--- config.mk ---
export PLATFORM = sky130hd
export DESIGN_NAME = fixed_pool_linked_list_top
export DESIGN_NICKNAME = d
export VERILOG_FILES = /design/src/hw/rtl/fpll_pkg.sv /design/src/hw/rtl/fpll_ram.sv /design/src/hw/rtl/fixed_pool_linked_list_top.sv
export SDC_FILE = /design/constraint.sdc
export NUM_CORES = 1
export LEC_CHECK = 0
export BUFFER_PORTS_ARGS = -buffer_cell sky130_fd_sc_hd__buf_2
export CORE_MARGIN = 2
export CORE_UTILIZATION = 55
export DETAILED_ROUTE_END_ITERATION = 6
export GPL_TIMING_DRIVEN = 1
export PLACE_DENSITY = 0.77
export SYNTH_ARGS = -nofsm -noshare
export SYNTH_HDL_FRONTEND = slang
export SYNTH_SLANG_ARGS = --single-unit
export TNS_END_PERCENT = 30
--- constraint.sdc ---
create_clock -name clk_i -period 2.3 [get_ports clk_i]
set_input_delay 0.23 -clock clk_i [delete_from_list [all_inputs] [get_ports clk_i]]
set_output_delay 0.23 -clock clk_i [all_outputs]
set_load 0.005 [all_outputs]
--- src/hw/rtl/fpll_pkg.sv ---
`timescale 1ns / 1ps
// ----------------------------------------------------------------------------
// Fixed pool linked list package
// Request and status codes, controller states and default pool size.
// ----------------------------------------------------------------------------
package fpll_pkg;

  localparam int unsigned EntriesDef = 16;

  typedef enum logic [1:0] {
    REQ_APPEND = 2'd0,
    REQ_DELETE = 2'd1,
    REQ_QUERY  = 2'd2
  } req_e;

  typedef enum logic [1:0] {
    STS_DONE    = 2'd0,
    STS_FULL    = 2'd1,
    STS_MISS    = 2'd2,
    STS_NO_NEXT = 2'd3
  } status_e;

  typedef enum logic [3:0] {
    ST_IDLE,
    ST_DECODE,
    ST_LINK,
    ST_PRED,
    ST_DEL_FIX,
    ST_FREE_SCAN,
    ST_APP_SLOT,
    ST_APP_TAIL,
    ST_RESP
  } state_e;

endpackage

--- src/hw/rtl/fpll_ram.sv ---
`timescale 1ns / 1ps
// ----------------------------------------------------------------------------
// Generic RAM
// One write port, one read port, read data registered.
// ----------------------------------------------------------------------------
module fpll_ram #(
  parameter int unsigned Width = 32,
  parameter int unsigned Depth = 16
) (
  input  logic                     clk_i,
  input  logic                     we_i,
  input  logic [$clog2(Depth)-1:0] waddr_i,
  input  logic [Width-1:0]         wdata_i,
  input  logic [$clog2(Depth)-1:0] raddr_i,
  output logic [Width-1:0]         rdata_o
);

  logic [Width-1:0] mem_q [Depth];
  logic [Width-1:0] rdata_q;

  always_ff @(posedge clk_i) begin
    if (we_i) begin
      mem_q[waddr_i] <= wdata_i;
    end
    rdata_q <= mem_q[raddr_i];
  end

  assign rdata_o = rdata_q;

endmodule

--- src/hw/rtl/fixed_pool_linked_list_top.sv ---
`timescale 1ns / 1ps
// ----------------------------------------------------------------------------
// Fixed pool linked list
// Singly linked list over a pool of Entries slots: append, delete, successor.
// ----------------------------------------------------------------------------
// Usage:
//   Requests arrive on the in_* valid/ready channel (req_type_i, value_i,
//   position_i); each request gives exactly one response on the out_*
//   valid/ready channel (status_o, node_index_o, list_size_o).
//   Requests are handled one at a time. An append runs a free slot scan
//   over the in-use bits, one slot a cycle; a delete of an entry that is
//   not the head runs a predecessor scan that reads one link from the
//   link RAM per cycle, pipelined behind its registered read. The next
//   request is taken in the cycle after the response is loaded.
//   Links live in a RAM with one write and one read port; in-use bits, head,
//   tail and count sit in flip-flops and are cleared by reset, so the list is
//   empty straight after reset with no clearing pass.
//   The response sits in an output register: in_ready_o returns once the
//   response is loaded, even while the receiver stalls. A following response
//   waits in its final state until the output register is taken.
// ----------------------------------------------------------------------------
module fixed_pool_linked_list_top #(
  parameter int unsigned Entries = fpll_pkg::EntriesDef
) (
  input  logic               clk_i,
  input  logic               rst_ni,
  input  logic               in_valid_i,
  output logic               in_ready_o,
  input  logic [1:0]         req_type_i,
  input  logic signed [31:0] value_i,
  input  logic [3:0]         position_i,
  output logic               out_valid_o,
  input  logic               out_ready_i,
  output logic [1:0]         status_o,
  output logic [3:0]         node_index_o,
  output logic [4:0]         list_size_o
);

  import fpll_pkg::*;

  localparam int unsigned IdxW  = $clog2(Entries);
  localparam int unsigned CntW  = $clog2(Entries + 1);
  localparam int unsigned LinkW = IdxW + 1;

  state_e state_q, state_d;

  logic [1:0]        req_q;
  logic [31:0]       value_q;
  logic [3:0]        pos_q;
  logic [Entries-1:0] used_q, used_d;
  logic [IdxW-1:0]   head_q, head_d;
  logic [IdxW-1:0]   tail_q, tail_d;
  logic [CntW-1:0]   count_q, count_d;
  logic [IdxW-1:0]   scan_q, scan_d;
  logic [IdxW-1:0]   chk_q, chk_d;
  logic              chk_vld_q, chk_vld_d;
  logic [IdxW-1:0]   pred_q, pred_d;
  logic [IdxW-1:0]   slot_q, slot_d;
  logic [LinkW-1:0]  pos_link_q, pos_link_d;
  status_e           res_sts_q, res_sts_d;
  logic [IdxW-1:0]   res_idx_q, res_idx_d;

  logic              out_valid_q;
  logic [1:0]        out_sts_q;
  logic [3:0]        out_idx_q;
  logic [4:0]        out_size_q;

  logic              link_we;
  logic [IdxW-1:0]   link_waddr;
  logic [LinkW-1:0]  link_wdata;
  logic [IdxW-1:0]   link_raddr;
  logic [LinkW-1:0]  link_rdata;
  logic              val_we;

  logic [IdxW-1:0]   pidx;
  logic              in_range;
  logic              pos_used;
  logic              is_full;
  logic              is_empty;
  logic              lnk_none;
  logic [IdxW-1:0]   lnk_idx;
  logic              chk_hit;
  logic              chk_last;
  logic              slot_free;
  logic              out_free;
  logic              out_load;
  logic              accept;

  // Link RAM: bit IdxW is the "no successor" flag.
  fpll_ram #(
    .Width(LinkW),
    .Depth(Entries)
  ) u_link_ram (
    .clk_i  (clk_i),
    .we_i   (link_we),
    .waddr_i(link_waddr),
    .wdata_i(link_wdata),
    .raddr_i(link_raddr),
    .rdata_o(link_rdata)
  );

  // Value store: written by appends, never read back by any request.
  fpll_ram #(
    .Width(32),
    .Depth(Entries)
  ) u_value_ram (
    .clk_i  (clk_i),
    .we_i   (val_we),
    .waddr_i(slot_q),
    .wdata_i(value_q),
    .raddr_i(slot_q),
    .rdata_o()
  );

  assign accept    = in_valid_i && in_ready_o;
  assign pidx      = IdxW'(pos_q);
  assign in_range  = 32'(pos_q) < 32'(Entries);
  assign pos_used  = in_range && used_q[pidx];
  assign is_full   = count_q == CntW'(Entries);
  assign is_empty  = count_q == '0;
  assign lnk_none  = link_rdata[IdxW];
  assign lnk_idx   = link_rdata[IdxW-1:0];
  assign chk_hit   = chk_vld_q && used_q[chk_q] && !lnk_none && (lnk_idx == pidx);
  assign chk_last  = chk_q == IdxW'(Entries - 1);
  assign slot_free = !used_q[scan_q];
  assign out_free  = !out_valid_q || out_ready_i;
  assign out_load  = (state_q == ST_RESP) && out_free;
  assign link_raddr = (state_q == ST_PRED) ? scan_q : pidx;

  // Next state
  always_comb begin
    state_d = state_q;
    unique case (state_q)
      ST_IDLE: begin
        if (in_valid_i) state_d = ST_DECODE;
      end
      ST_DECODE: begin
        unique case (req_e'(req_q))
          REQ_APPEND: state_d = is_full ? ST_RESP : ST_FREE_SCAN;
          REQ_DELETE: state_d = (is_empty || !pos_used) ? ST_RESP : ST_LINK;
          REQ_QUERY:  state_d = pos_used ? ST_LINK : ST_RESP;
          default:    state_d = ST_RESP;
        endcase
      end
      ST_LINK: begin
        if (req_e'(req_q) == REQ_QUERY || head_q == pidx) begin
          state_d = ST_RESP;
        end else begin
          state_d = ST_PRED;
        end
      end
      ST_PRED: begin
        if (chk_hit) begin
          state_d = ST_DEL_FIX;
        end else if (chk_vld_q && chk_last) begin
          state_d = ST_RESP;
        end
      end
      ST_DEL_FIX:   state_d = ST_RESP;
      ST_FREE_SCAN: begin
        if (slot_free) state_d = ST_APP_SLOT;
      end
      ST_APP_SLOT:  state_d = is_empty ? ST_RESP : ST_APP_TAIL;
      ST_APP_TAIL:  state_d = ST_RESP;
      ST_RESP: begin
        if (out_free) state_d = ST_IDLE;
      end
      default:      state_d = ST_IDLE;
    endcase
  end

  // Datapath and memory control
  always_comb begin
    used_d     = used_q;
    head_d     = head_q;
    tail_d     = tail_q;
    count_d    = count_q;
    scan_d     = scan_q;
    chk_d      = chk_q;
    chk_vld_d  = chk_vld_q;
    pred_d     = pred_q;
    slot_d     = slot_q;
    pos_link_d = pos_link_q;
    res_sts_d  = res_sts_q;
    res_idx_d  = res_idx_q;
    link_we    = 1'b0;
    link_waddr = slot_q;
    link_wdata = {1'b1, {IdxW{1'b0}}};
    val_we     = 1'b0;
    in_ready_o = 1'b0;

    unique case (state_q)
      ST_IDLE: begin
        in_ready_o = 1'b1;
      end
      ST_DECODE: begin
        res_sts_d = STS_MISS;
        res_idx_d = '0;
        scan_d    = '0;
        chk_vld_d = 1'b0;
        if (req_e'(req_q) == REQ_APPEND && is_full) res_sts_d = STS_FULL;
      end
      ST_LINK: begin
        pos_link_d = link_rdata;
        if (req_e'(req_q) == REQ_QUERY) begin
          if (lnk_none || !used_q[lnk_idx]) begin
            res_sts_d = STS_NO_NEXT;
          end else begin
            res_sts_d = STS_DONE;
            res_idx_d = lnk_idx;
          end
        end else if (head_q == pidx) begin
          if (count_q > CntW'(1) && !lnk_none) head_d = lnk_idx;
          used_d[pidx] = 1'b0;
          count_d      = count_q - CntW'(1);
          res_sts_d    = STS_DONE;
        end
      end
      ST_PRED: begin
        // Issue the next read while checking the link returned for chk_q.
        scan_d    = (scan_q == IdxW'(Entries - 1)) ? '0 : scan_q + IdxW'(1);
        chk_d     = scan_q;
        chk_vld_d = 1'b1;
        if (chk_hit) begin
          pred_d = chk_q;
        end else if (chk_vld_q && chk_last) begin
          used_d[pidx] = 1'b0;
          count_d      = count_q - CntW'(1);
          res_sts_d    = STS_DONE;
        end
      end
      ST_DEL_FIX: begin
        link_we    = 1'b1;
        link_waddr = pred_q;
        link_wdata = pos_link_q;
        if (tail_q == pidx) tail_d = pred_q;
        used_d[pidx] = 1'b0;
        count_d      = count_q - CntW'(1);
        res_sts_d    = STS_DONE;
      end
      ST_FREE_SCAN: begin
        if (slot_free) begin
          slot_d = scan_q;
        end else begin
          scan_d = scan_q + IdxW'(1);
        end
      end
      ST_APP_SLOT: begin
        link_we      = 1'b1;
        val_we       = 1'b1;
        used_d[slot_q] = 1'b1;
        res_sts_d    = STS_DONE;
        res_idx_d    = slot_q;
        if (is_empty) begin
          head_d  = slot_q;
          tail_d  = slot_q;
          count_d = count_q + CntW'(1);
        end
      end
      ST_APP_TAIL: begin
        link_we    = 1'b1;
        link_waddr = tail_q;
        link_wdata = {1'b0, slot_q};
        tail_d     = slot_q;
        count_d    = count_q + CntW'(1);
      end
      ST_RESP: begin
      end
      default: begin
      end
    endcase
  end

  always_ff @(posedge clk_i or negedge rst_ni) begin
    if (!rst_ni) begin
      state_q     <= ST_IDLE;
      used_q      <= '0;
      head_q      <= '0;
      tail_q      <= '0;
      count_q     <= '0;
      chk_vld_q   <= 1'b0;
      out_valid_q <= 1'b0;
    end else begin
      state_q   <= state_d;
      used_q    <= used_d;
      head_q    <= head_d;
      tail_q    <= tail_d;
      count_q   <= count_d;
      chk_vld_q <= chk_vld_d;
      if (out_load) begin
        out_valid_q <= 1'b1;
      end else if (out_ready_i) begin
        out_valid_q <= 1'b0;
      end
    end
  end

  // Payload registers
  always_ff @(posedge clk_i) begin
    if (accept) begin
      req_q   <= req_type_i;
      value_q <= value_i;
      pos_q   <= position_i;
    end
    scan_q     <= scan_d;
    chk_q      <= chk_d;
    pred_q     <= pred_d;
    slot_q     <= slot_d;
    pos_link_q <= pos_link_d;
    res_sts_q  <= res_sts_d;
    res_idx_q  <= res_idx_d;
    if (out_load) begin
      out_sts_q  <= res_sts_q;
      out_idx_q  <= 4'(res_idx_q);
      out_size_q <= 5'(count_q);
    end
  end

  assign out_valid_o  = out_valid_q;
  assign status_o     = out_sts_q;
  assign node_index_o = out_idx_q;
  assign list_size_o  = out_size_q;

endmodule

* After elaboration in Yosys (flattened, before gate mapping)
Memories as Yosys holds them, arrays and structs flattened. A register that Yosys moved wholly into a read port is not among the register bits. Index checks and enable logic that the tools add are counted.
Cells by class: muxes and demuxes 65, div/mod/pow operators 0, add/subtract/negate cells 3, equality and inequality tests 31, reduce and logical (&&, ||, !) cells 43, shift-type cells 0, $mul 0, order comparisons 8, bitwise gates (word level) 4
Operator list (number):
- $mux W4 | 20
- $mux W16 | 4
- $pmux W16 S4 | 1
- $pmux W4 S3 | 4
- $pmux W4 S8 | 1
- $lt A4 B5 Y1 const B | 5
- $mux W5 | 5
- $pmux W5 S5 | 1
- $ne A2 B2 Y1 const B | 12
- $and A16 B16 Y16 | 1
- $bmux W1 S4 | 4
- $eq A4 B3 Y1 const B | 4
- $not A16 Y16 | 1
- $or A16 B16 Y16 | 1
- $pmux W4 S2 | 2
- $eq A4 B4 Y1 | 3
- $eq A4 B4 Y1 const B | 3
- $mux W1 | 12
- $mux W2 | 6
- $logic_and A1 B1 Y1 | 10
- $pmux W5 S2 | 1
- $reduce_and A5 Y1 | 2
- $reduce_bool A3 Y1 | 3
- $demux W1 S4 | 2
- other kinds (30) | 46
Storage, ports and cells: ROM bits 0, memories 1, bits in latches 0, bits in registers 79, output and inout port bits 13, memory bits (writable) 80, word-level logic and storage cells 174
Memories:
- u_link_ram.mem_q | depth 16, bits a word 5, rd ports 1, clocked after Yosys merged registers in 1, write ports 1, RTL line fpll_ram.sv:18 | logic [Width-1:0] mem_q [Depth];

* Longest topological paths before layout
Gate-level depths: netlist (run 1).
depth in word-level cells 9, depth in mapped cells 12

* By module
A second synthesis (run 1) with hierarchy kept.
Unflattened totals: cells, all modules 571, area total of the unflattened synthesis 7712.4 sq um
By module, submodules not included:
- fixed_pool_linked_list_top | area each 4499.3 sq um, times used 1, cells an instance 416
- fpll_ram | area each 3213.1 sq um, times used 1, cells an instance 155

* Worst setup path before layout (run 1)
Ideal clock, no wire load.
path kind flip-flop to flip-flop, start register state_q[1], end memory u_link_ram.mem_q[0][4] (netlist name) (data pin), slack -0.034 ns, data required time 1.970 ns, arrival 2.003 ns, stages on the path, launching flop included 6, buffers on the path 3, period minus slack after synthesis 2.334 ns, cell sequence dfrtp_1 clkbuf_1 buf_1 clkbuf_1 nor3_1 o21ai_0
Between the ends: word-level cells in the longest chain between the ends 2, elaborated cells on any way between the ends 3, those cells by class 2 x eq/ne; 1 x mux
Ends and longest elaborated chain:
- start, declared | RTL line fixed_pool_linked_list_top.sv:45 | state_e state_q, state_d;
- start signal, assigned | RTL line fixed_pool_linked_list_top.sv:284 | state_q <= state_d;
- $eq A4 B3 Y1 | RTL line fixed_pool_linked_list_top.sv:192 | unique case (state_q)
- $pmux W5 S2 (*) | RTL line fixed_pool_linked_list_top.sv:192
- named net link_wdata[4] | RTL line fixed_pool_linked_list_top.sv:70 | logic [LinkW-1:0] link_wdata;
- end, declared | RTL line fpll_ram.sv:18
Mark *: on every way through the listed nets, which the timed path passes. The rest lies on a longest branch.

* Worst setup path in the final report (run 1)
start register scan_q[0], end register state_q[3]
Between the ends: word-level cells in the longest chain between the ends 4
Ends and longest elaborated chain:
- start, declared | RTL line fixed_pool_linked_list_top.sv:54 | logic [IdxW-1:0] scan_q, scan_d;
- start signal, assigned | RTL line fixed_pool_linked_list_top.sv:305 | scan_q <= scan_d;
- $bmux W1 S4 | RTL line fixed_pool_linked_list_top.sv:125 | assign slot_free = !used_q[scan_q];
- $mux W1 (implied by the code) | RTL line fixed_pool_linked_list_top.sv:125
- $ne A2 B2 Y1 (no source line)
- $reduce_and A4 Y1 (no source line)
Every way passes these cells. The select of a mux whose other input is x is not followed. A chain may end at the register's enable or synchronous reset.

==> flow_summary.ini, run 1 <==
[status]
status = finished, violations left
violations = negative setup slack

[route]
num_vias = 5811
firstDrtPassIters = 5
antenna_left = 0
viasPerCell = 6.27
wirelength_um = 19100
wl_per_cell_um = 20.6
drtIter0Drc = 695
drcViolationCount = 0

[sta]
drv_slew = 0
finalCritPeriodShare_pct = 102
clock_skew_ns = 0.0100
tightestPinTransition_ns = 1.20
rsz0062_at_grt = true
min_period_ns = 2.35
setup_tns_ns = -0.0530
hold_viol_final = 0
max_slew_margin_pct = 19.4
setup_violations = 1
fmax_ghz = 0.425
fin_ws_ns = -0.0530

[critical_path]
path_class = register to register
required_ns = 2.63
startpoint_type = register
end_kind = register
arrival_ns = 2.69
slowest_stage = mux4_1
crit_chain = mux4_1, mux4_2, a221o_1, a31o_1, a32oi_1
cp_max_fo = 5
slowest_delay_ns = 0.58

[yosys]
synth.distinct_cells = 62
synth-xor-area-share_pct = 1.77
avgSynthCellArea_um2 = 12.4
syn_inst = 639
synth_fa_ha_area_share_pct = 0.789
synth_seq_cells = 164
synth_top_family_by_area = simple AND/OR/NAND/NOR gates
synth_compound_area_share_pct = 9.45
syn_area_mm2 = 0.00793
synth.area.mux_share_pct = 12.4
synth_fp_nets = 686
yosysSeqAreaShare_pct = 59.2
ys.flop_type = edfxtp_1
ys_async_sr_fraction_pct = 21.3
yosys.area_share.simple_pct = 13.8
synth_edf_count = 124
ys.warnings.count = 0

[layout]
drive_above_1_share_pct = 25.8
final_common_cell = edfxtp_1
syn_to_final_growth_pct = 19.4
final_cell_mix = edfxtp_1 (124), nand2_1 (86), buf_4 (76), nor2_1 (47), dfrtp_1 (35)
nets = 781
final_core_utilization_pct = 67.7
insertedDiodeCount = 0

[global_routing]
grt_pass1_vias = 5809
antenna_found_initial = 0
gr-usage-met1_pct = 36.3
grt_overflow = 0
met2_usage_pct = 41.2
grt_pass1_wl_um = 30600
grt_usage_pct = 26.9
gr-usage-met3_pct = 7.46
grt_max_degree = 36
grt-busiest-layer = met2

[floorplanning]
start_util_pct = 56.7
chipWidth_um = 124
coreArea_mm2 = 0.0140
die_area_mm2 = 0.0154
dieHeight_um = 124
rows = 43
num_io_pins = 55

[power]
p_leak_nw = 3.61
vdd_drop_max_mv = 0.576
p_per_area_mw_per_mm2 = 1080

[clocking]
clk_path_buf_depth = 2
clock-sinks = 164
clock-root-buffer = clkbuf_16
path_clk_slew_ns = 0.06
clk_latency_ns = 0.42
h-tree-depth = 4
tritoncts = built
cts_buffers = 17

[job]
drv_cap = 0

[placement]
gp_congestion = 1.01
dpl.hpwl_um = 13400
io_buffers = 22

[hold_path]
min_path_type = input port to register
## metal layers
| layer | vias up | wire length [um] |
|---|---|---|
| met1 | 2833 | 7700 |
| li1 | 2607 | - |
| met4 | 0 | 560 |
| met5 | - | 0 |
| met3 | 56 | 1630 |
| met2 | 315 | 9160 |
## cell type report
type	instances	area, um^2
inverters	14	55.1
clock buffers	21	450
repair buffers	110	851
well taps	180	225
multi-input cells	427	3090
flip-flops and latches	164	4700
fillers	948	4510
clock inverters	11	104
## synth_stat cells (all sizes together) (8+ instances only)
| master | instances | area share [%] |
|---|---|---|
| mux4 | 29 | 8.4 |
| xor2 | 8 | 0.88 |
| nor3 | 8 | 0.50 |
| mux2i | 18 | 2.5 |
| nor2b | 11 | 0.87 |
| nand2b | 12 | 0.95 |
| dfrtp | 35 | 11 |
| inv | 14 | 0.66 |
| xnor2 | 8 | 0.88 |
| nor2 | 51 | 2.4 |
| buf | 13 | 0.88 |
| clkbuf | 21 | 1.0 |
| nand2 | 87 | 4.1 |
| edfxtp | 124 | 47 |
| nand4 | 9 | 0.71 |
| mux2 | 11 | 1.6 |
| a22oi | 12 | 1.1 |
| nand3 | 32 | 2.0 |
| a31oi | 10 | 0.79 |
| a32oi | 9 | 0.99 |
| o21ai | 26 | 1.6 |
| a21oi | 23 | 1.5 |
## kinds of logic after synthesis
kind of cell	Yosys count
AO/OA/AOI/OAI	113
XOR/XNOR	16
adder cells (fa/ha/maj)	5
buffers and inverters	48
flip-flops	164
multiplexers	58
AND/OR/NAND/NOR	235
## path summary, 6_finish.rpt
kind | startpoint | to | slack, ns | cells past startpoint
worst min-delay path | out_ready_i | state_q[3] | 0.17 | 4
worst min register to register | res_idx_q[0] | node_index_o[0] | 0.41 | 0
worst max register to register | scan_q[0] | state_q[3] | -0.05 | 5
max in group asynchronous | rst_ni | count_q[1] | 1.30 | 2
worst max-delay path | scan_q[0] | state_q[3] | -0.05 | 5
min in group asynchronous | rst_ni | used_q[8] | 0.44 | 2
## power breakdown
part | leakage (nW) | switching [mW] | internal, mW | total [mW]
Sequential | 1.57 | 0.355 | 3.76 | 4.11
Clock | 0.268 | 1.14 | 1.52 | 2.66
Combinational | 1.77 | 1.88 | 1.55 | 3.43
## registers in the layout, indices dropped and copies added (netlist names)
name,count
out_valid_o,1
tail_q,4
state_q,4
list_size_o,5
res_sts_q,2
u_link_ram.mem_q,80
req_q,2
slot_q,4
pos_link_q,5
status_o,2
node_index_o,4
pred_q,4
pidx,4
scan_q,4
chk_q,4
head_q,4
used_q,16
count_q,5
res_idx_q,4
chk_vld_q,1
u_link_ram.rdata_o,5
## worst max-delay path, delay by kind of cell (launching register included)
kind / cells / cell delay [ns]
AO/OA/AOI/OAI: 3 / 0.67
flip-flops: 1 / 0.48
multiplexers: 2 / 1.11
## metrics by stage
step                      worst slack [ns]  instance area (um^2)  hold slack [ns]  instances  total power [mW]
after floorplan                    -0.0141                  7930          -0.0656        639              6.17
after global placement            -0.00224                  8760            0.367        884              7.31
after detailed placement           -0.0509                  8760            0.382        884              7.45
after CTS                          -0.0637                  9430            0.152        927              10.1
after global routing                -0.138                  9470            0.184        927              10.7
final                              -0.0530                  9470            0.173        927              10.2
## timing repair
item                                    in CTS  in global routing
endpoints found under the setup margin      33                 72
hold buffers                                 7                  0
resized for setup                            6                 15
buffers inserted                             4                  0
pin swaps                                    0                  3
endpoints found under the hold margin       41                  0
Note: power is estimated with default switching activity, not from simulation.
==> run 2: changes to the inputs <==
--- a/config.mk
+++ b/config.mk
@@ -6,11 +6,13 @@
 export NUM_CORES = 1
 export LEC_CHECK = 0
 export BUFFER_PORTS_ARGS = -buffer_cell sky130_fd_sc_hd__buf_2
+export CELL_PAD_IN_SITES_DETAIL_PLACEMENT = 0
+export CELL_PAD_IN_SITES_GLOBAL_PLACEMENT = 1
 export CORE_MARGIN = 2
-export CORE_UTILIZATION = 55
+export CORE_UTILIZATION = 45
 export DETAILED_ROUTE_END_ITERATION = 6
 export GPL_TIMING_DRIVEN = 1
-export PLACE_DENSITY = 0.77
+export PLACE_DENSITY_LB_ADDON = 0.1
 export SYNTH_ARGS = -nofsm -noshare
 export SYNTH_HDL_FRONTEND = slang
 export SYNTH_SLANG_ARGS = --single-unit
==> run 2 against run 1 <==
  * The flow still finishes with violations (negative setup slack)
  * Fmax up 0.60%
  * Final cell count is 7.2% higher
  * Sequential share of layout area down 1.3 points
  * Count of clock-buffer cells in the layout fell by 4
==> flow_summary.ini, run 2 (synthesis gave the netlist of run 1 again) <==
[critical_path]
startpoint_type = register
cp_max_fo = 5
path_class = register to register
arrival_ns = 2.69
reg2regPathDepth = 5
end_kind = register
required_ns = 2.65

[clocking]
clock-root-buffer = clkbuf_16
clk_path_buf_depth = 2
path_clk_slew_ns = 0.07
clock-sinks = 164
tritoncts = built
h-tree-depth = 4
cts_buffers = 17
clk_latency_ns = 0.43

[route]
viasPerCell = 5.84
wl_per_cell_um = 20.3
drtIter0Drc = 544
antenna_left = 0
wirelength_um = 20100
num_vias = 5801
firstDrtPassIters = 6
drcViolationCount = 0

[layout]
largest-register = u_link_ram.mem_q
largest_reg_flops = 80
final_common_cell = edfxtp_1
drive_above_1_share_pct = 28.3
reg_top3 = u_link_ram.mem_q: 80 flops, used_q: 16 flops
final_core_utilization_pct = 56.4
multi_input_area_mm2 = 0.00310
nets = 803
ff_latch_area_mm2 = 0.00470
insertedDiodeCount = 0
n_fill_cell = 1393
final_cell_mix = edfxtp_1 (124), buf_4 (100), nand2_1 (86), nor2_1 (46), dfrtp_1 (35)
syn_to_final_growth_pct = 22.6

[global_routing]
grt_usage_pct = 23.1
antenna_found_initial = 0
grt_overflow = 0
grt_max_degree = 36
grt_pass1_wl_um = 31700
grt_pass1_vias = 5665

[floorplanning]
chipWidth_um = 137
start_util_pct = 46.0
dieHeight_um = 137
die_area_mm2 = 0.0187
rows = 48
num_io_pins = 55
coreArea_mm2 = 0.0172

[sta]
drv_slew = 0
min_period_ns = 2.34
fin_ws_ns = -0.0390
clock_skew_ns = 0.00413
hold_viol_final = 0
tightestPinTransition_ns = 0.876
fmax_ghz = 0.428
rsz0062_at_grt = true
setup_violations = 1
finalCritPeriodShare_pct = 102
max_slew_margin_pct = 41.6

[hold_path]
min_path_type = input port to register
hold_depth = 3

[status]
violations = negative setup slack
status = finished, violations left

[placement]
dpl.hpwl_um = 14500
gp_congestion = 0.893
dpl_worst_slack_ns = -0.0822
io_buffers = 22

[power]
vdd_drop_max_mv = 0.563
power_mw = 10.5
p_per_area_mw_per_mm2 = 1080
p_leak_nw = 3.72

[job]
drv_cap = 0
run 2: cell types whose count changed in the layout (fill, tap and decap cells not counted), sizes merged:
| cell | delta |
|---|---|
| clkinv | +1 |
| inv | +2 |
| clkinvlp | +1 |
| clkbuf | -4 |
| buf | +22 |
run 2: metrics by stage:
stage	hold WS (ns)	cell area [um^2]	setup TNS, ns	cells
2_1_floorplan	-0.0656	7930	-0.0305	639
3_3_place_gp	0.385	8940	-1.04	949
3_5_place_dp	0.396	8940	-1.62	949
4_1_cts	0.142	9650	-0.0374	991
5_1_grt	0.159	9730	-0.182	994
6_report	0.157	9730	-0.0390	994
run 2: final timing paths:
path,slack (ns),end,from
max in group asynchronous,1.30,used_q[0],rst_ni
max,-0.04,state_q[3],scan_q[0]
min reg2reg,0.42,status_o[0],res_sts_q[0]
max reg2reg,-0.04,state_q[3],scan_q[0]
min in group asynchronous,0.42,count_q[4],rst_ni
min,0.16,out_valid_o,out_ready_i
run 2: final cells by class:
type | instances | share of cell area, %
sequential | 164 | 48.3
multi-input combinational | 427 | 31.8
timing repair buffer | 132 | 10.2
clock buffer | 17 | 4.37
tap | 225 | 2.89
clock inverter | 15 | 1.75
inverter | 14 | 0.605
run 2: metal layers:
layer	share of wire (%)	routed length [um]	track usage, %	vias to the layer above
li1	-	-	-	2660
met4	1.4	284	7.04	0
met1	45	9140	33.3	2899
met3	6.9	1400	4.56	24
met2	46	9320	35.4	218
met5	0	0	0	-
run 2: power by group:
group	internal, mW	leakage [nW]	switching (mW)
registers	3.76	1.57	0.349
clock network	1.54	0.285	1.30
logic	1.62	1.86	1.90
run 2: repair_timing:
| action | CTS | global route |
|---|---|---|
| setup buffers | 3 | 3 |
| hold endpoints to repair | 41 | 0 |
| pin swaps | 0 | 3 |
| hold buffers | 7 | 0 |
| gates resized for setup | 5 | 16 |
| setup endpoints to repair | 36 | 84 |
run 2: worst max-delay path, cell delays in order (launching register included):
cell and delay [ns]:
edfxtp_1 0.46, mux4_1 0.58, mux4_2 0.55, a221o_1 0.34, a31o_1 0.19, a32oi_1 0.13
